[src/rtl/bbd_pkg.sv]
// ----------------------------------------------------------------------------
// bbd_pkg
// shared types and register codes of the decimating box blur
// ----------------------------------------------------------------------------
package bbd_pkg;

    // input item: op selects pixel or drain
    typedef struct packed {
        logic        op;
        logic [15:0] pixel;
    } t_in_item;

    // result item
    typedef struct packed {
        logic [15:0] blurred;
        logic        frame_end;
    } t_out_item;

    // classified item as queued between front and back
    typedef struct packed {
        logic        drain;
        logic [15:0] pixel;
    } t_q_item;

    // queue status towards the back end
    typedef struct packed {
        logic    valid;
        t_q_item item;
    } t_q_head;

    // configuration register indices
    localparam logic [1:0] CFG_WIDTH  = 2'd0;
    localparam logic [1:0] CFG_HEIGHT = 2'd1;
    localparam logic [1:0] CFG_RADIUS = 2'd2;
    localparam logic [1:0] CFG_DECIM  = 2'd3;

    // reset values of the configuration registers
    localparam logic [11:0] RST_WIDTH  = 12'd2048;
    localparam logic [15:0] RST_HEIGHT = 16'd1024;
    localparam logic [4:0]  RST_RADIUS = 5'd1;
    localparam logic [3:0]  RST_DECIM  = 4'd1;

endpackage

[src/rtl/bbd_queue.sv]
// ----------------------------------------------------------------------------
// bbd_queue
// four entry queue between front and back end
// ----------------------------------------------------------------------------
module bbd_queue (
    input  logic              i_clk,
    input  logic              i_rst_n,
    input  logic              i_push,
    input  bbd_pkg::t_q_item  i_item,
    output logic              o_ready,
    output bbd_pkg::t_q_head  o_head,
    input  logic              i_pop
);

    bbd_pkg::t_q_item r_mem [4];
    logic [1:0]       r_wptr;
    logic [1:0]       r_rptr;
    logic [2:0]       r_count;
    logic             do_push;
    logic             do_pop;

    assign o_ready     = (r_count != 3'd4);
    assign do_push     = i_push && o_ready;
    assign do_pop      = i_pop && (r_count != 3'd0);
    assign o_head.valid = (r_count != 3'd0);
    assign o_head.item  = r_mem[r_rptr];

    always_ff @(posedge i_clk) begin
        if (!i_rst_n) begin
            r_wptr  <= '0;
            r_rptr  <= '0;
            r_count <= '0;
        end else begin
            if (do_push) begin
                r_wptr <= r_wptr + 2'd1;
            end
            if (do_pop) begin
                r_rptr <= r_rptr + 2'd1;
            end
            if (do_push && !do_pop) begin
                r_count <= r_count + 3'd1;
            end else if (do_pop && !do_push) begin
                r_count <= r_count - 3'd1;
            end
        end
    end

    always_ff @(posedge i_clk) begin
        if (do_push) begin
            r_mem[r_wptr] <= i_item;
        end
    end

endmodule

[config.mk]
export PLATFORM = sky130hd
export DESIGN_NAME = bbd_queue
export DESIGN_NICKNAME = d
export VERILOG_FILES = /design/src/rtl/bbd_pkg.sv /design/src/rtl/bbd_queue.sv
export SDC_FILE = /design/constraint.sdc
export NUM_CORES = 1
export LEC_CHECK = 0
export BUFFER_PORTS_ARGS = -buffer_cell sky130_fd_sc_hd__buf_4
export CORE_ASPECT_RATIO = 0.8
export CORE_MARGIN = 5
export CORE_UTILIZATION = 55
export CTS_BUF_LIST = sky130_fd_sc_hd__clkbuf_4
export DETAILED_ROUTE_END_ITERATION = 8
export PLACE_DENSITY = 0.77
export SYNTH_ARGS = -nofsm -noshare
export SYNTH_HDL_FRONTEND = slang
export SYNTH_SLANG_ARGS = --single-unit
[constraint.sdc]
create_clock -name i_clk -period 2.8 [get_ports i_clk]
set_clock_uncertainty 0.05 [all_clocks]
set_input_delay 0.84 -clock i_clk [delete_from_list [all_inputs] [get_ports i_clk]]
set_output_delay 0.84 -clock i_clk [all_outputs]
set_load 0.1 [all_outputs]
Word-level counts from Yosys, hierarchy flattened

Memory sizes are Yosys's and may differ from the RTL's. A register that Yosys moved wholly into a read port is not among the register bits.
Index checks and enable logic that the tools add are counted.

Flip-flop bits (word level): 7
Memory bits (writable): 68
Input bits: 21
Output and inout bits: 19
Word-level logic and storage cells: 23
Memories: 1

Add/subtract/negate cells: 4
Equality and inequality tests: 1
Mux-type cells: 6
Reductions and logical operators: 8

Memories:

| name  | words | bits a word | read ports | clocked after Yosys merged registers in | write ports | line            | text |
|---|---|---|---|---|---|---|---|
| r_mem | 4     | 17          | 1          | 1                                       | 1           | bbd_queue.sv:15 | `bbd_pkg::t_q_item r_mem [4];` |

Operators with widths:

| kind                                             | number |
|---|---|
| two-way mux 3 bit                                | 2 |
| adder 2 x 1 -> 2 bit, second input constant      | 2 |
| logical AND 1 bit                                | 4 |
| two-way mux 2 bit                                | 2 |
| adder 3 x 1 -> 3 bit, second input constant      | 1 |
| inequality test 3 bit, second input constant     | 1 |
| nonzero test 3 bit                               | 1 |
| subtractor 3 x 1 -> 3 bit, second input constant | 1 |
| logical NOT 1 bit                                | 2 |
| two-way mux 1 bit                                | 2 |
| nonzero test 2 bit                               | 1 |

Longest topological paths before layout

Gate-level depths: netlist of run 1.

Depth after elaboration: 6
Mapped depth: 8
Mapped depth without buffers: 8

Worst setup path before layout of run 1

No wires, ideal clock.

Path type: input to register
Start: input port i_push
End: register r_count[2]
Setup time: 0.076 ns
Arrival time: 2.300 ns
Data required time: 2.674 ns
Setup slack: 0.375 ns
Cell stages on the path: 7
Buffers on the path: 0
Path through: a21boi_2 > ha_1 > inv_1 > fa_1 > xor2_1 > or3_1 > a21boi_0

Word-level cells in the longest chain between the ends: 4
Elaborated cells between the ends (all ways): 6
Classes of those cells: 1 x mux; 5 x reduce/logical

Ends and longest elaborated chain:

| element                      | line            | text |
|---|---|---|
| from (decl)                  | bbd_queue.sv:8  | `input logic i_push,` |
| logical AND 1 bit (*)        | bbd_queue.sv:23 | `assign do_push = i_push && o_ready;` |
| logical NOT 1 bit            | bbd_queue.sv:42 | `end else if (do_pop && !do_push) begin` |
| logical AND 1 bit            | bbd_queue.sv:42 |  |
| nonzero test 2 bit (no line) | -               |  |
| to (signal assigned)         | bbd_queue.sv:41 | `r_count <= r_count + 3'd1;` |
| to (signal assigned)         | bbd_queue.sv:43 | `r_count <= r_count - 3'd1;` |
| to (decl)                    | bbd_queue.sv:18 | `logic [2:0] r_count;` |

Mark *: on every way between the ends. The rest lies on a longest branch, timed or not.
A chain may end at the register's enable or synchronous reset.

==> reports/metrics.csv, run 1 <==
metric,value,unit
status,completed,
Post-Route WL,5066,um
Port Buffers,39,
simple-gate share of the synthesized area,0.03057,
Synth cell types,24,
I/O Pins,40,
#FFs+latches synth,77,
mux contribution to synthesized area,0.1470,
grt ovf,0,
final-layout fill cell count,351,
TritonCTS clock tree,built,
Cell Rows,24,
register area,2222,um^2
first-pass GRT wire length,7879,um
Syn Nets,164,
"Clk Latency, worst-skew pair",410,ps
n_diodes,0,
"Async S/R FF share, synth",0,
H-tree depth,3,
DR pass1 iterations,4,
period utilization,0.9631,
Setup-failing EPs final,0,
max_cap viols,0,
Max Freq,0.3708,GHz
DIE HEIGHT,75.93,um
RSZ-0062 raised after global routing,false,
Final #Nets,216,
share of layout cells above drive strength 1,0.3866,
root buffer cell,clkbuf_4,
largest family of logic cells by synthesized area,multiplexers,
slew margin rel.,0.7756,
hold_buf cts,0,
endpoints failing hold,0,
DRC,0,
"Primary FF master, synth",edfxtp_1,
CORE AREA,5375,um^2
die area,7016,um^2
top-area cell type share of the netlist area,0.6834,
Final Worst Setup Slack,103.2,ps
post-cts resize count,0,
Initial DRC Count,86,
Avg WL per Cell,19.56,um
critical path arrival,1810,ps
Syn Inst Count,137,
worst setup path class,flip-flop to output pin,
Synth Area in Compound Gates,0.02052,
TritonCTS Sinks,77,
CP Capture Type,output pin,
Layout area overhead,18.76,%
Tightest Pin Transition,336.2,ps
initial antenna violation count,0,
All-Layer GR Usage,0.1552,
setup_tns,0,ps
xor/xnor cell area share of the yosys netlist,0.01173,
maximum clock path buffer count,2,
Post-Syn Area,2988,um^2
Worst Hold Class,flip-flop to flip-flop,
total CTS buffers,9,
crit start category,flip-flop,
initial core utilization,0.5559,
Place WS,336.0,ps
Post-CTS Setup Repair Bufs,0,
vias in the first global route,1570,
Worst-path clk slew,120,ps
Detail Route Antenna Nets,0,
GPL Wtd Cong,0.6480,
clock period minus worst slack,2697,ps
critical path required time,1910,ps
via/cell ratio,5.537,
largest cells by area after synthesis,"edfxtp_1, mux4_2, mux4_1",
Post-Synth Adder-Cell Area,0.02764,
HPWL Detailed,3381,um
largest net degree at the start of global routing,18,
Syn Area/Cell,21.81,um^2
die width,92.41,um
post-synthesis sequential area ratio,0.7437,
Multi-input gate area,709.4,um^2
Ys Warns,0,
number of synthesized flops with an enable pin,68,
vias,1434,
crit path max fanout,17,
fin. max-slew vios,0,
cell taking the most area after synthesis,edfxtp_1,
cell type report:
type	count	area share
flip-flops and latches	77	0.6262
clock buffers	11	0.02327
inverters	3	0.003173
multi-input cells	52	0.1999
clock inverters	5	0.02362
well taps	65	0.02292
repair buffers	46	0.1008
sequential cells by signal (all words and copies together) (netlist names), named ones only:
signal / count
r_count: 3
r_mem: 68
r_rptr: 2
r_wptr: 2
kinds of logic (layout without fill, tap and decap cells):
logic type / count (synthesis) / count (layout)
DFF: 77 / 77
AOI/OAI and AO/OA: 5 / 5
adders and majority gates: 6 / 6
muxes: 20 / 20
xor gates and xnor gates: 4 / 4
buffers and inverters: 8 / 65
and+or+nand+nor: 17 / 17
stage by stage:
stage | cell area (um^2) | hold WS [ps] | utilization | instances
3_3_place_gp | 3382 | 428.6 | 0.6292 | 243
2_1_floorplan | 2988 | 417.7 | - | 137
6_report | 3548 | 453.2 | 0.6601 | 259
5_1_grt | 3548 | 478.6 | 0.6601 | 259
3_5_place_dp | 3382 | 441.3 | 0.6292 | 243
4_1_cts | 3548 | 459.8 | 0.6601 | 259
synthesized netlist by cell type, types with 2 or more instances:
| cell | instances |
|---|---|
| mux4_1 | 7 |
| buf_2 | 2 |
| nand2_1 | 5 |
| and2_1 | 8 |
| inv_1 | 3 |
| dfxtp_1 | 9 |
| edfxtp_1 | 68 |
| mux4_2 | 10 |
| ha_1 | 5 |
| mux2i_1 | 3 |
| xnor2_1 | 3 |
| or3_1 | 2 |
layer usage:
metal | share of wire | vias up | GRT usage
met5 | 0 | - | 0
met3 | 0.064 | 11 | 0.05842
met2 | 0.53 | 43 | 0.2715
met4 | 0.018 | 0 | 0.06677
met1 | 0.39 | 719 | 0.1670
li1 | - | 661 | -
layout by cell type, fill, tap and decap left out, types with 3 or more instances in the layout:
cell type,Yosys,layout
clkbuf_4,0,11
mux4_1,7,7
ha_1,5,5
mux2i_1,3,3
edfxtp_1,68,68
mux4_2,10,10
xnor2_1,3,3
buf_4,0,45
inv_1,3,3
and2_1,8,8
nand2_1,5,5
dfxtp_1,9,9
path summary, 6_finish.rpt:
kind,from,end,slack [ps],cells past startpoint
worst min-delay path,r_wptr[1],r_wptr[1],450,2
worst max register to register,r_count[0],r_count[2],590,8
worst max-delay path,flip-flop,o_head[12],100,3
worst min register to register,r_wptr[1],r_wptr[1],450,2
critical path: stages, from the launching register on:
cell and delay, ps:
dfxtp_1 370, buf_12 190, mux4_1 570, buf_4 250
Power of run 1 is left out: the tool's default activity adds up to more than one toggle a clock period on the data nets, which glitch-free logic cannot reach.
==> run 2, diff against run 1 <==
CTS_BUF_LIST = sky130_fd_sc_hd__clkbuf_4 sky130_fd_sc_hd__clkbuf_8   (was sky130_fd_sc_hd__clkbuf_4)
==> reports/metrics.csv, run 2 (synthesis gave the netlist of run 1 again) <==
metric,value,unit
CORE AREA,5375,um^2
via/cell ratio,5.506,
die width,92.41,um
Post-CTS Setup Repair Bufs,0,
vias in the first global route,1579,
HPWL Detailed,3381,um
critical path required time,1910,ps
"most common cell after layout, fill and taps aside",edfxtp_1,
Multi-input gate area,709.4,um^2
initial antenna violation count,0,
Worst Hold Class,flip-flop to flip-flop,
crit path max fanout,17,
Setup-failing EPs final,0,
DIE HEIGHT,75.93,um
I/O Pins,40,
H-tree depth,3,
final-layout fill cell count,340,
TritonCTS clock tree,built,
status,completed,
endpoints failing hold,0,
M1 wire length,1951,um
All-Layer GR Usage,0.1565,
max_cap viols,0,
TritonCTS Sinks,77,
CP Capture Type,output pin,
Avg WL per Cell,19.36,um
vias,1426,
Max Freq,0.3818,GHz
register area,2222,um^2
slew margin rel.,0.7758,
"Clk Latency, worst-skew pair",340,ps
DR pass1 iterations,5,
fin. max-slew vios,0,
initial core utilization,0.5559,
"commonest non-fill, non-tap cells in the layout","edfxtp_1, buf_4, mux4_2",
Port Buffers,39,
first-pass GRT wire length,7935,um
setup_tns,0,ps
Detail Route Antenna Nets,0,
RSZ-0062 raised after global routing,false,
maximum clock path buffer count,2,
share of layout cells above drive strength 1,0.3866,
Initial DRC Count,58,
largest net degree at the start of global routing,18,
clock period minus worst slack,2619,ps
Layout area overhead,20.64,%
critical path arrival,1730,ps
Max Used Layer,met4,
hold_buf cts,0,
GPL Wtd Cong,0.6480,
DR WL met3,309,um
die area,7016,um^2
Cell Rows,24,
root buffer cell,clkbuf_8,
max reg flops,68,
total CTS buffers,9,
period utilization,0.9355,
Post-Route WL,5015,um
n_diodes,0,
Worst-path clk slew,70,ps
Tightest Pin Transition,335.8,ps
post-cts resize count,0,
Largest regs,"r_mem: 68 flops, r_count: 3 flops",
DRC,0,
Biggest register,r_mem,
metal2 WL,2650,um
crit start category,flip-flop,
grt ovf,0,
worst setup path class,flip-flop to output pin,
Final #Nets,216,
final core utilization,0.6706,
run 2: changes by cell type in the layout (fill, tap and decap cells not counted):
cell / previous run / this run
clkbuf_8: 0 / 9
clkbuf_4: 11 / 2
run 2: area by class of cell:
class,count,area share
Clock buffer,11,0.03853
Clock inverter,5,0.02326
Inverter,3,0.003124
Multi-Input combinational cell,52,0.1968
Sequential cell,77,0.6165
Tap cell,65,0.02256
Timing Repair Buffer,46,0.09927
run 2: final timing paths:
kind | startpoint | cells after the start | to | slack, ps
max | flip-flop | 3 | o_head[12] | 180
min | r_wptr[1] | 2 | r_wptr[1] | 450
max reg2reg | r_count[1] | 8 | r_count[2] | 610
min reg2reg | r_wptr[1] | 2 | r_wptr[1] | 450
run 2: metal layers:
metal / up-vias / global-route usage
met5: - / 0
met4: 0 / 0.07567
met3: 12 / 0.05545
met1: 716 / 0.1690
met2: 44 / 0.2715
li1: 654 / -
run 2: critical path, cell delays in order, from the launching register on:
cell	delay [ps]
dfxtp_1	370
buf_12	190
mux4_1	570
buf_4	250
run 2: through the flow:
stage / cells / hold WS, ps / setup slack (ps) / area [um^2]
2_1_floorplan: 137 / 417.7 / 374.7 / 2988
3_3_place_gp: 243 / 428.6 / 412.2 / 3382
3_5_place_dp: 243 / 441.3 / 336.0 / 3382
4_1_cts: 259 / 451.6 / 155.2 / 3605
5_1_grt: 259 / 471.2 / 111.6 / 3605
6_report: 259 / 445.3 / 180.6 / 3605
Power of run 2 is left out for the same reason.
