`src/rtl/bbd_pkg.sv`:
```
// ----------------------------------------------------------------------------
// bbd_pkg
// shared types and register codes of the decimating box blur
// ----------------------------------------------------------------------------
package bbd_pkg;

    // input item: op selects pixel or drain
    typedef struct packed {
        logic        op;
        logic [15:0] pixel;
    } t_in_item;

    // result item
    typedef struct packed {
        logic [15:0] blurred;
        logic        frame_end;
    } t_out_item;

    // classified item as queued between front and back
    typedef struct packed {
        logic        drain;
        logic [15:0] pixel;
    } t_q_item;

    // queue status towards the back end
    typedef struct packed {
        logic    valid;
        t_q_item item;
    } t_q_head;

    // configuration register indices
    localparam logic [1:0] CFG_WIDTH  = 2'd0;
    localparam logic [1:0] CFG_HEIGHT = 2'd1;
    localparam logic [1:0] CFG_RADIUS = 2'd2;
    localparam logic [1:0] CFG_DECIM  = 2'd3;

    // reset values of the configuration registers
    localparam logic [11:0] RST_WIDTH  = 12'd2048;
    localparam logic [15:0] RST_HEIGHT = 16'd1024;
    localparam logic [4:0]  RST_RADIUS = 5'd1;
    localparam logic [3:0]  RST_DECIM  = 4'd1;

endpackage

```
`src/rtl/bbd_front.sv`:
```
// ----------------------------------------------------------------------------
// bbd_front
// input register: takes items and classifies them as pixel or drain
// ----------------------------------------------------------------------------
module bbd_front (
    input  logic              i_clk,
    input  logic              i_rst_n,
    input  logic              i_valid,
    output logic              o_ready,
    input  bbd_pkg::t_in_item i_data,
    output logic              o_push,
    output bbd_pkg::t_q_item  o_item,
    input  logic              i_q_ready
);

    logic             r_valid;
    logic             n_valid;
    bbd_pkg::t_q_item r_item;

    assign o_ready = !r_valid || i_q_ready;
    assign o_push  = r_valid;
    assign o_item  = r_item;

    always_comb begin
        n_valid = (r_valid && !i_q_ready) || (i_valid && o_ready);
    end

    always_ff @(posedge i_clk) begin
        if (!i_rst_n) begin
            r_valid <= 1'b0;
        end else begin
            r_valid <= n_valid;
        end
    end

    always_ff @(posedge i_clk) begin
        if (i_valid && o_ready) begin
            r_item.drain <= i_data.op;
            r_item.pixel <= i_data.pixel;
        end
    end

endmodule

```
`config.mk`:
```
export PLATFORM = sky130hd
export DESIGN_NAME = bbd_front
export DESIGN_NICKNAME = d
export VERILOG_FILES = /design/src/rtl/bbd_pkg.sv /design/src/rtl/bbd_front.sv
export SDC_FILE = /design/constraint.sdc
export NUM_CORES = 1
export LEC_CHECK = 0
export BUFFER_PORTS_ARGS = -buffer_cell sky130_fd_sc_hd__buf_4
export CAP_MARGIN = 20
export CORE_AREA = 2 2 39 41
export CTS_BUF_LIST = sky130_fd_sc_hd__clkbuf_8
export DETAILED_ROUTE_END_ITERATION = 8
export DIE_AREA = 0 0 41 43
export GPL_TIMING_DRIVEN = 0
export PLACE_DENSITY = 0.83
export RECOVER_POWER = 50
export SLEW_MARGIN = 25
export SYNTH_ARGS = -nofsm -noshare
export SYNTH_HDL_FRONTEND = slang
export SYNTH_SLANG_ARGS = --single-unit
export TNS_END_PERCENT = 10
```
`constraint.sdc`:
```
create_clock -name i_clk -period 2.3 [get_ports i_clk]
set_clock_uncertainty 0.2 [all_clocks]
set_input_delay 0.115 -clock i_clk [delete_from_list [all_inputs] [get_ports i_clk]]
set_output_delay 0.115 -clock i_clk [all_outputs]
set_load 0.01 [all_outputs]
```
; ---- Word-level counts from Yosys, hierarchy flattened
; Cells that the tools add are included.
[classes]
reduce_logical = 6
[op_table]
columns = operator, n
row1 = logical AND 1 bit, 2
row2 = zero test 1 bit, 2
row3 = logical OR 1 bit, 2
[totals]
regBits = 18
word_cells = 9

; ---- Depth between registers and ports, before layout
; Gate-level depths: netlist (run 1).
[depth]
ltp_word = 4
ltp_mapped = 2

; ---- Worst setup path before layout (run 1)
; No wires, ideal clock.
[synth_timing]
path_type = flip-flop to flip-flop
start = reg r_valid, in the netlist o_push
end = reg r_item, in the netlist o_item[0], enable pin
arrival_ps = 694
required_time_ps = 1786
slack_ps = 1091
path_stages_with_launch = 3
n_path_buf = 0
synth_period_minus_slack_ps = 1209
path_cell_list = dfxtp_1 > nand2b_4 > and2_4
[synth_between]
elab_chain_cells = 3
[synth_rtl]
columns = item, line_no
row1 = "start, declared", bbd_front.sv:16  ; logic r_valid;
row2 = "start signal, assigned", bbd_front.sv:32  ; r_valid <= n_valid;
row3 = zero test 1 bit, bbd_front.sv:20  ; assign o_ready = !r_valid || i_q_ready;
row4 = logical OR 1 bit, bbd_front.sv:20
row5 = via o_ready, bbd_front.sv:9  ; output logic o_ready,
row6 = logical AND 1 bit, bbd_front.sv:37  ; if (i_valid && o_ready) begin
row7 = "end, declared", bbd_front.sv:18  ; bbd_pkg::t_q_item r_item;
; The timed path passes the listed nets, and every way through them passes these cells.
; A chain may end at the register's enable or synchronous reset.

; ---- Worst setup path after layout (run 1)
[layout_timing]
start = in i_rst_n
end = reg r_valid, in the netlist o_push
[layout_lines]
columns = item, line_no
row1 = "start, declared", bbd_front.sv:7  ; input logic i_rst_n,
; No word-level cell between the ends.

==> impl_metrics.ini, run 1 <==
[drt]
drt-initial-drc-count = 1
drt_first_pass_iters = 2
wire_per_inst_um = 13.0
wirelength_um = 1300
drt-vias-per-instance = 4.29
dr_total_vias = 429
ant_nets = 0
drc = 0

[final_layout]
syn_to_final_growth_pct = 89.9
fillers = 91
final_nets = 106
antenna_cells = 0
drive_above_1_share_pct = 41.7
post-route-util_pct = 77.9

[grt]
grt_pass1_wl_um = 1860
overflow = 0
grt_max_degree = 18
antenna_found_initial = 0
grt_use_total_pct = 16.1
grt_pass1_vias = 455

[critical_path]
r2r.worst_path.cells = 3
cpLargestDelayFamily = buffers and inverters
path_cells = dlygate4sd3_1 > buf_4 > a21boi_2 > dlygate4sd3_1
cp_data_required_time_ps = 2230
crit_path_top_delay_cell = dlygate4sd3_1
path_buf_inv = 3
cp_num_cells = 4
arrival_ps = 1480
cpMostUsedCell = dlygate4sd3_1
worstSetupEndpointType = register
slowest_delay_ps = 550
crit_fanout = 1
startpoint_type = primary input
critical_path_class = in2reg

[clocking]
cts_tree = done
numCtsBuffers = 3
htreeDepth = 1
holdBufCountCts = 19
clock_sinks = 18
cts.root.buffer_cell = clkbuf_8
cts_resized = 0
clk_pin_slew_ps = 70
clockBufferDepth = 2
post-cts-setup-buffer-count = 0
worst_skew_pair.late_latency_ps = 240

[timing]
setup_violations = 0
tightestPinTransition_ps = 218
timing.final.crit_share_pct = 67.4
setup_tns_ps = 0
slew_violations = 0
slew-limit-headroom_pct = 85.4
hold_violations = 0
fin_crit_ps = 1550
fin_ws_ps = 750
rsz0062_at_grt = no
max_freq_ghz = 0.645

[yosys]
synth_area_leaders = edfxtp_1, dfxtp_1, nand2b_4
synth-edff-count = 17
synth_most_common_cell = edfxtp_1
ys_ff_latch = 18
yosys.area.top_type = edfxtp_1
ys_seq_area_share_pct = 93.4
synthArstFlopShare_pct = 0
syn-instance-count = 22
yosysTopAreaCellShare_pct = 89.9
synth_ff_type = edfxtp_1
syn_nets = 43
yosys.cell_types.count = 6
synth_mux_area_share_pct = 0
yosys.area_share.simple_pct = 3.96
ys_warn_count = 0
synthAdderAreaFrac_pct = 0
synthXorXnorAreaFrac_pct = 0
synth_compound_area_share_pct = 1.98
syn_avg_cell_area_um2 = 25.8
synth_top_family_by_area = simple AND/OR/NAND/NOR gates
synth_area_um2 = 568

[pwr]
peakVddDrop_v = 0.000413
p_switching_mw = 0.135
p_int_mw = 0.558
switching_share_pct = 19.4
seqPwrFrac_pct = 55.8
power_frac_comb_pct = 13.7
power.density_nw_per_um2 = 642
pwr-share-clk_pct = 30.5
power_leakage_nw = 0.445

[place]
place.gp.congestion = 0.582
pre_cts_ws_ps = 1090
portBuffers = 39

[floorplanning]
coreArea_um2 = 1380
rows = 14
initial_core_util_pct = 41.0
fp.dieArea_um2 = 1760
dieWidth_um = 41
fp.dieH_um = 43
ios = 40

[worst_hold_path]
hold_path_class = in2reg
holdPathStages = 2

[run]
maxCapViolations = 0

[run_status]
outcome = complete, no violations
==> through the flow <==
step	total power, mW	std cells	hold WS (ps)	instance area (µm²)
after floorplan	0.415	22	13.9	568
after global placement	0.469	77	93.0	881
after detailed placement	0.472	77	94.3	881
after CTS	0.709	100	174	1120
after global routing	0.722	100	179	1080
final	0.693	100	178	1080
==> cell usage in the layout, fill, tap and decap left out, drive strengths merged <==
cell type and n:
inv 1, dlygate4sd3 19, nand2b 1, dfxtp 1
and2 1, buf 12, a21boi 1, clkbuf 30
clkinv 1, edfxtp 17
==> registers in the layout (all words and copies together), names as in the netlist <==
name,cells
o_item,17
o_push,1
==> final timing paths <==
kind	from	to	slack, ps
hold reg to reg	o_push	o_item[8]	660
setup reg to reg	o_push	o_push	910
setup / recovery	i_rst_n	o_push	750
hold / removal	i_valid	o_item[8]	180
==> power groups by stage <==
stage / Clock (mW) / Combinational (mW) / Sequential [mW]
floorplan: 0 / 0.0110 / 0.404
global placement: 0 / 0.0757 / 0.394
detailed placement: 0 / 0.0778 / 0.394
CTS: 0.218 / 0.104 / 0.388
global route: 0.231 / 0.103 / 0.388
finish: 0.212 / 0.0947 / 0.387
==> routing by layer <==
layer | track usage [%] | part of all wire [%] | vias up
li1 | - | - | 207
met1 | 20.3 | 39 | 181
met2 | 24.1 | 43 | 39
met3 | 6.81 | 17 | 2
met4 | 6.00 | 0.46 | 0
met5 | 0 | 0 | -
==> cell type report <==
type                       count  area [µm²]  share of cell area, %
multi-input combinational      3        33.8                   3.13
sequential                    18         531                   49.2
clock inverter                 1        3.75                  0.348
tap                           16        20.0                   1.86
timing repair buffer          58         445                   41.3
inverter                       1        3.75                  0.348
clock buffer                   3        41.3                   3.83
==> cells by family after synthesis <==
group,after synthesis
AOI/OAI and AO/OA,1
buffers and inverters,1
DFF,18
and+or+nand+nor,2
No activity file was read; power rests on OpenSTA's default activity.
==> inputs of run 2 (changes only) <==
--- a/config.mk
+++ b/config.mk
@@ -5,14 +5,15 @@
 export SDC_FILE = /design/constraint.sdc
 export NUM_CORES = 1
 export LEC_CHECK = 0
+export ABC_AREA = 1
 export BUFFER_PORTS_ARGS = -buffer_cell sky130_fd_sc_hd__buf_4
 export CAP_MARGIN = 20
-export CORE_AREA = 2 2 39 41
+export CORE_MARGIN = 1.5
+export CORE_UTILIZATION = 36
 export CTS_BUF_LIST = sky130_fd_sc_hd__clkbuf_8
 export DETAILED_ROUTE_END_ITERATION = 8
-export DIE_AREA = 0 0 41 43
 export GPL_TIMING_DRIVEN = 0
-export PLACE_DENSITY = 0.83
+export PLACE_DENSITY = 0.75
 export RECOVER_POWER = 50
 export SLEW_MARGIN = 25
 export SYNTH_ARGS = -nofsm -noshare
==> constraint.sdc (replaced) <==
create_clock -name i_clk -period 1.3 [get_ports i_clk]
set_clock_uncertainty 0.2 [all_clocks]
set_input_delay 0.065 -clock i_clk [delete_from_list [all_inputs] [get_ports i_clk]]
set_output_delay 0.065 -clock i_clk [all_outputs]
set_load 0.01 [all_outputs]
==> impl_metrics.ini, run 2 <==
[run_status]
outcome = complete, no violations

[floorplanning]
initial_core_util_pct = 37.7
fp.dieH_um = 42.5
dieWidth_um = 42.5
rows = 14
ios = 40
fp.dieArea_um2 = 1810
coreArea_um2 = 1490

[yosys]
ys_seq_area_share_pct = 94.4
syn_nets = 45
yosys.cell_types.count = 7
synth_commonest_cells = edfxtp_1, inv_1
synth_ff_type = edfxtp_1
yosysTopAreaCellShare_pct = 90.9
synth-edff-count = 17
synth_area_leaders = edfxtp_1, dfxtp_1, a21oi_2
syn-instance-count = 24
ys_warn_count = 0
ys_ff_latch = 18
yosys.area.top_type = edfxtp_1
synthArstFlopShare_pct = 0
synth_most_common_cell = edfxtp_1
synth_area_um2 = 562
syn_avg_cell_area_um2 = 23.4

[drt]
wirelength_um = 1360
drc = 0
dr_total_vias = 441
wire_per_inst_um = 12.9
drt-vias-per-instance = 4.20
ant_nets = 0
drt_first_pass_iters = 2
drt-initial-drc-count = 4

[timing]
tightestPinTransition_ps = 221
timing.final.crit_share_pct = 97.2
setup_tns_ps = 0
hold_violations = 0
fin_ws_ps = 36.9
rsz0062_at_grt = no
whs_ps = 62.7
max_freq_ghz = 0.792
slew_violations = 0
setup_violations = 0
slew-limit-headroom_pct = 85.2
fin_crit_ps = 1260

[clocking]
numCtsBuffers = 3
worst_skew_pair.late_latency_ps = 250
clockBufferDepth = 2
htreeDepth = 1
cts_tree = done
clock_sinks = 18
cts.root.buffer_cell = clkbuf_8
clk_pin_slew_ps = 60

[final_layout]
drive_above_1_share_pct = 44.9
final_cell_mix = dlygate4sd3_1, clkbuf_4, edfxtp_1
stdcell_area_um2 = 1160
largest_register_ffs = 17
fillers = 85
syn_to_final_growth_pct = 106
final_common_cell = dlygate4sd3_1
final_nets = 111
antenna_cells = 0

[critical_path]
arrival_ps = 1030
startpoint_type = register
path_cells = a21oi_4 > clkbuf_16
cp_data_required_time_ps = 1070
slowest_delay_ps = 350
critical_path_class = reg2reg
crit_fanout = 8
worstSetupEndpointType = register
crit_path_top_delay_cell = dfxtp_1

[grt]
grt_pass1_wl_um = 1950
grt_use_total_pct = 15.6
antenna_found_initial = 0
grt_max_degree = 17
grt_pass1_vias = 451
overflow = 0

[place]
place_area_um2 = 886
pre_cts_ws_ps = -80.5
place.gp.congestion = 0.577
portBuffers = 39

[pwr]
peakVddDrop_v = 0.000755
power_leakage_nw = 0.488
power.density_nw_per_um2 = 1140
power_mw = 1.32

[run]
maxCapViolations = 0

[worst_hold_path]
hold_path_class = in2reg
run 2: worst max-delay path, delay by kind of cell, from the launching register on:
kind / cells / cell delay [ps]
AO/OA/AOI/OAI: 1 / 230
buffers and inverters: 1 / 200
flip-flops: 1 / 350
run 2: final cells by class:
cell class / count / area, µm² / share of cell area, %
Tap cell: 16 / 20.0 / 1.73
Inverter: 3 / 13.8 / 1.19
Multi-Input combinational cell: 3 / 31.3 / 2.70
Sequential cell: 18 / 531 / 45.8
Clock buffer: 4 / 55.1 / 4.76
Timing Repair Buffer: 61 / 507 / 43.8
run 2: through the flow:
step | instances | util (%)
CTS | 105 | 78.5
global placement | 79 | 59.5
floorplan | 24 | -
global route | 105 | 77.7
detailed placement | 79 | 59.5
finish | 105 | 77.7
run 2: final timing paths:
kind | startpoint | to | slack (ps) | depth (start not counted)
worst max-delay path | o_push | o_item[2] | 40 | 2
worst min-delay path | i_q_ready | o_push | 60 | 4
worst max register to register | o_push | o_item[2] | 40 | 2
worst min register to register | o_push | o_push | 350 | 2
run 2: cell families (layout without fill, tap and decap cells):
| family | count (synthesis) | count (layout) | share of synthesized area (%) |
|---|---|---|---|
| AO/OA/AOI/OAI | 2 | 2 | 2.45 |
| AND/OR/NAND/NOR | 1 | 1 | 1.11 |
| buffers and inverters | 3 | 68 | 2.00 |
| flip-flops | 18 | 18 | 94.4 |
run 2: where the power goes:
group	switching [mW]	leakage (nW)	internal [mW]
Clock	0.176	0.0288	0.269
Sequential	0.0108	0.173	0.674
Combinational	0.0704	0.287	0.122
run 2: timing repair:
item / CTS / global route
resized for setup: 0 / 2
pin swaps: 1 / 1
hold buffers: 20 / 0
buffers inserted: 2 / 0
endpoints found under the hold margin: 18 / 0
gates cloned: 0 / 1
setup endpoints to repair: 17 / 17
run 2: routing by layer:
| layer | global-route usage (%) | share of wire [%] |
|---|---|---|
| met5 | 0 | 0 |
| met4 | 9.38 | 1.3 |
| met3 | 2.59 | 6.8 |
| met2 | 28.3 | 53 |
| met1 | 16.5 | 38 |
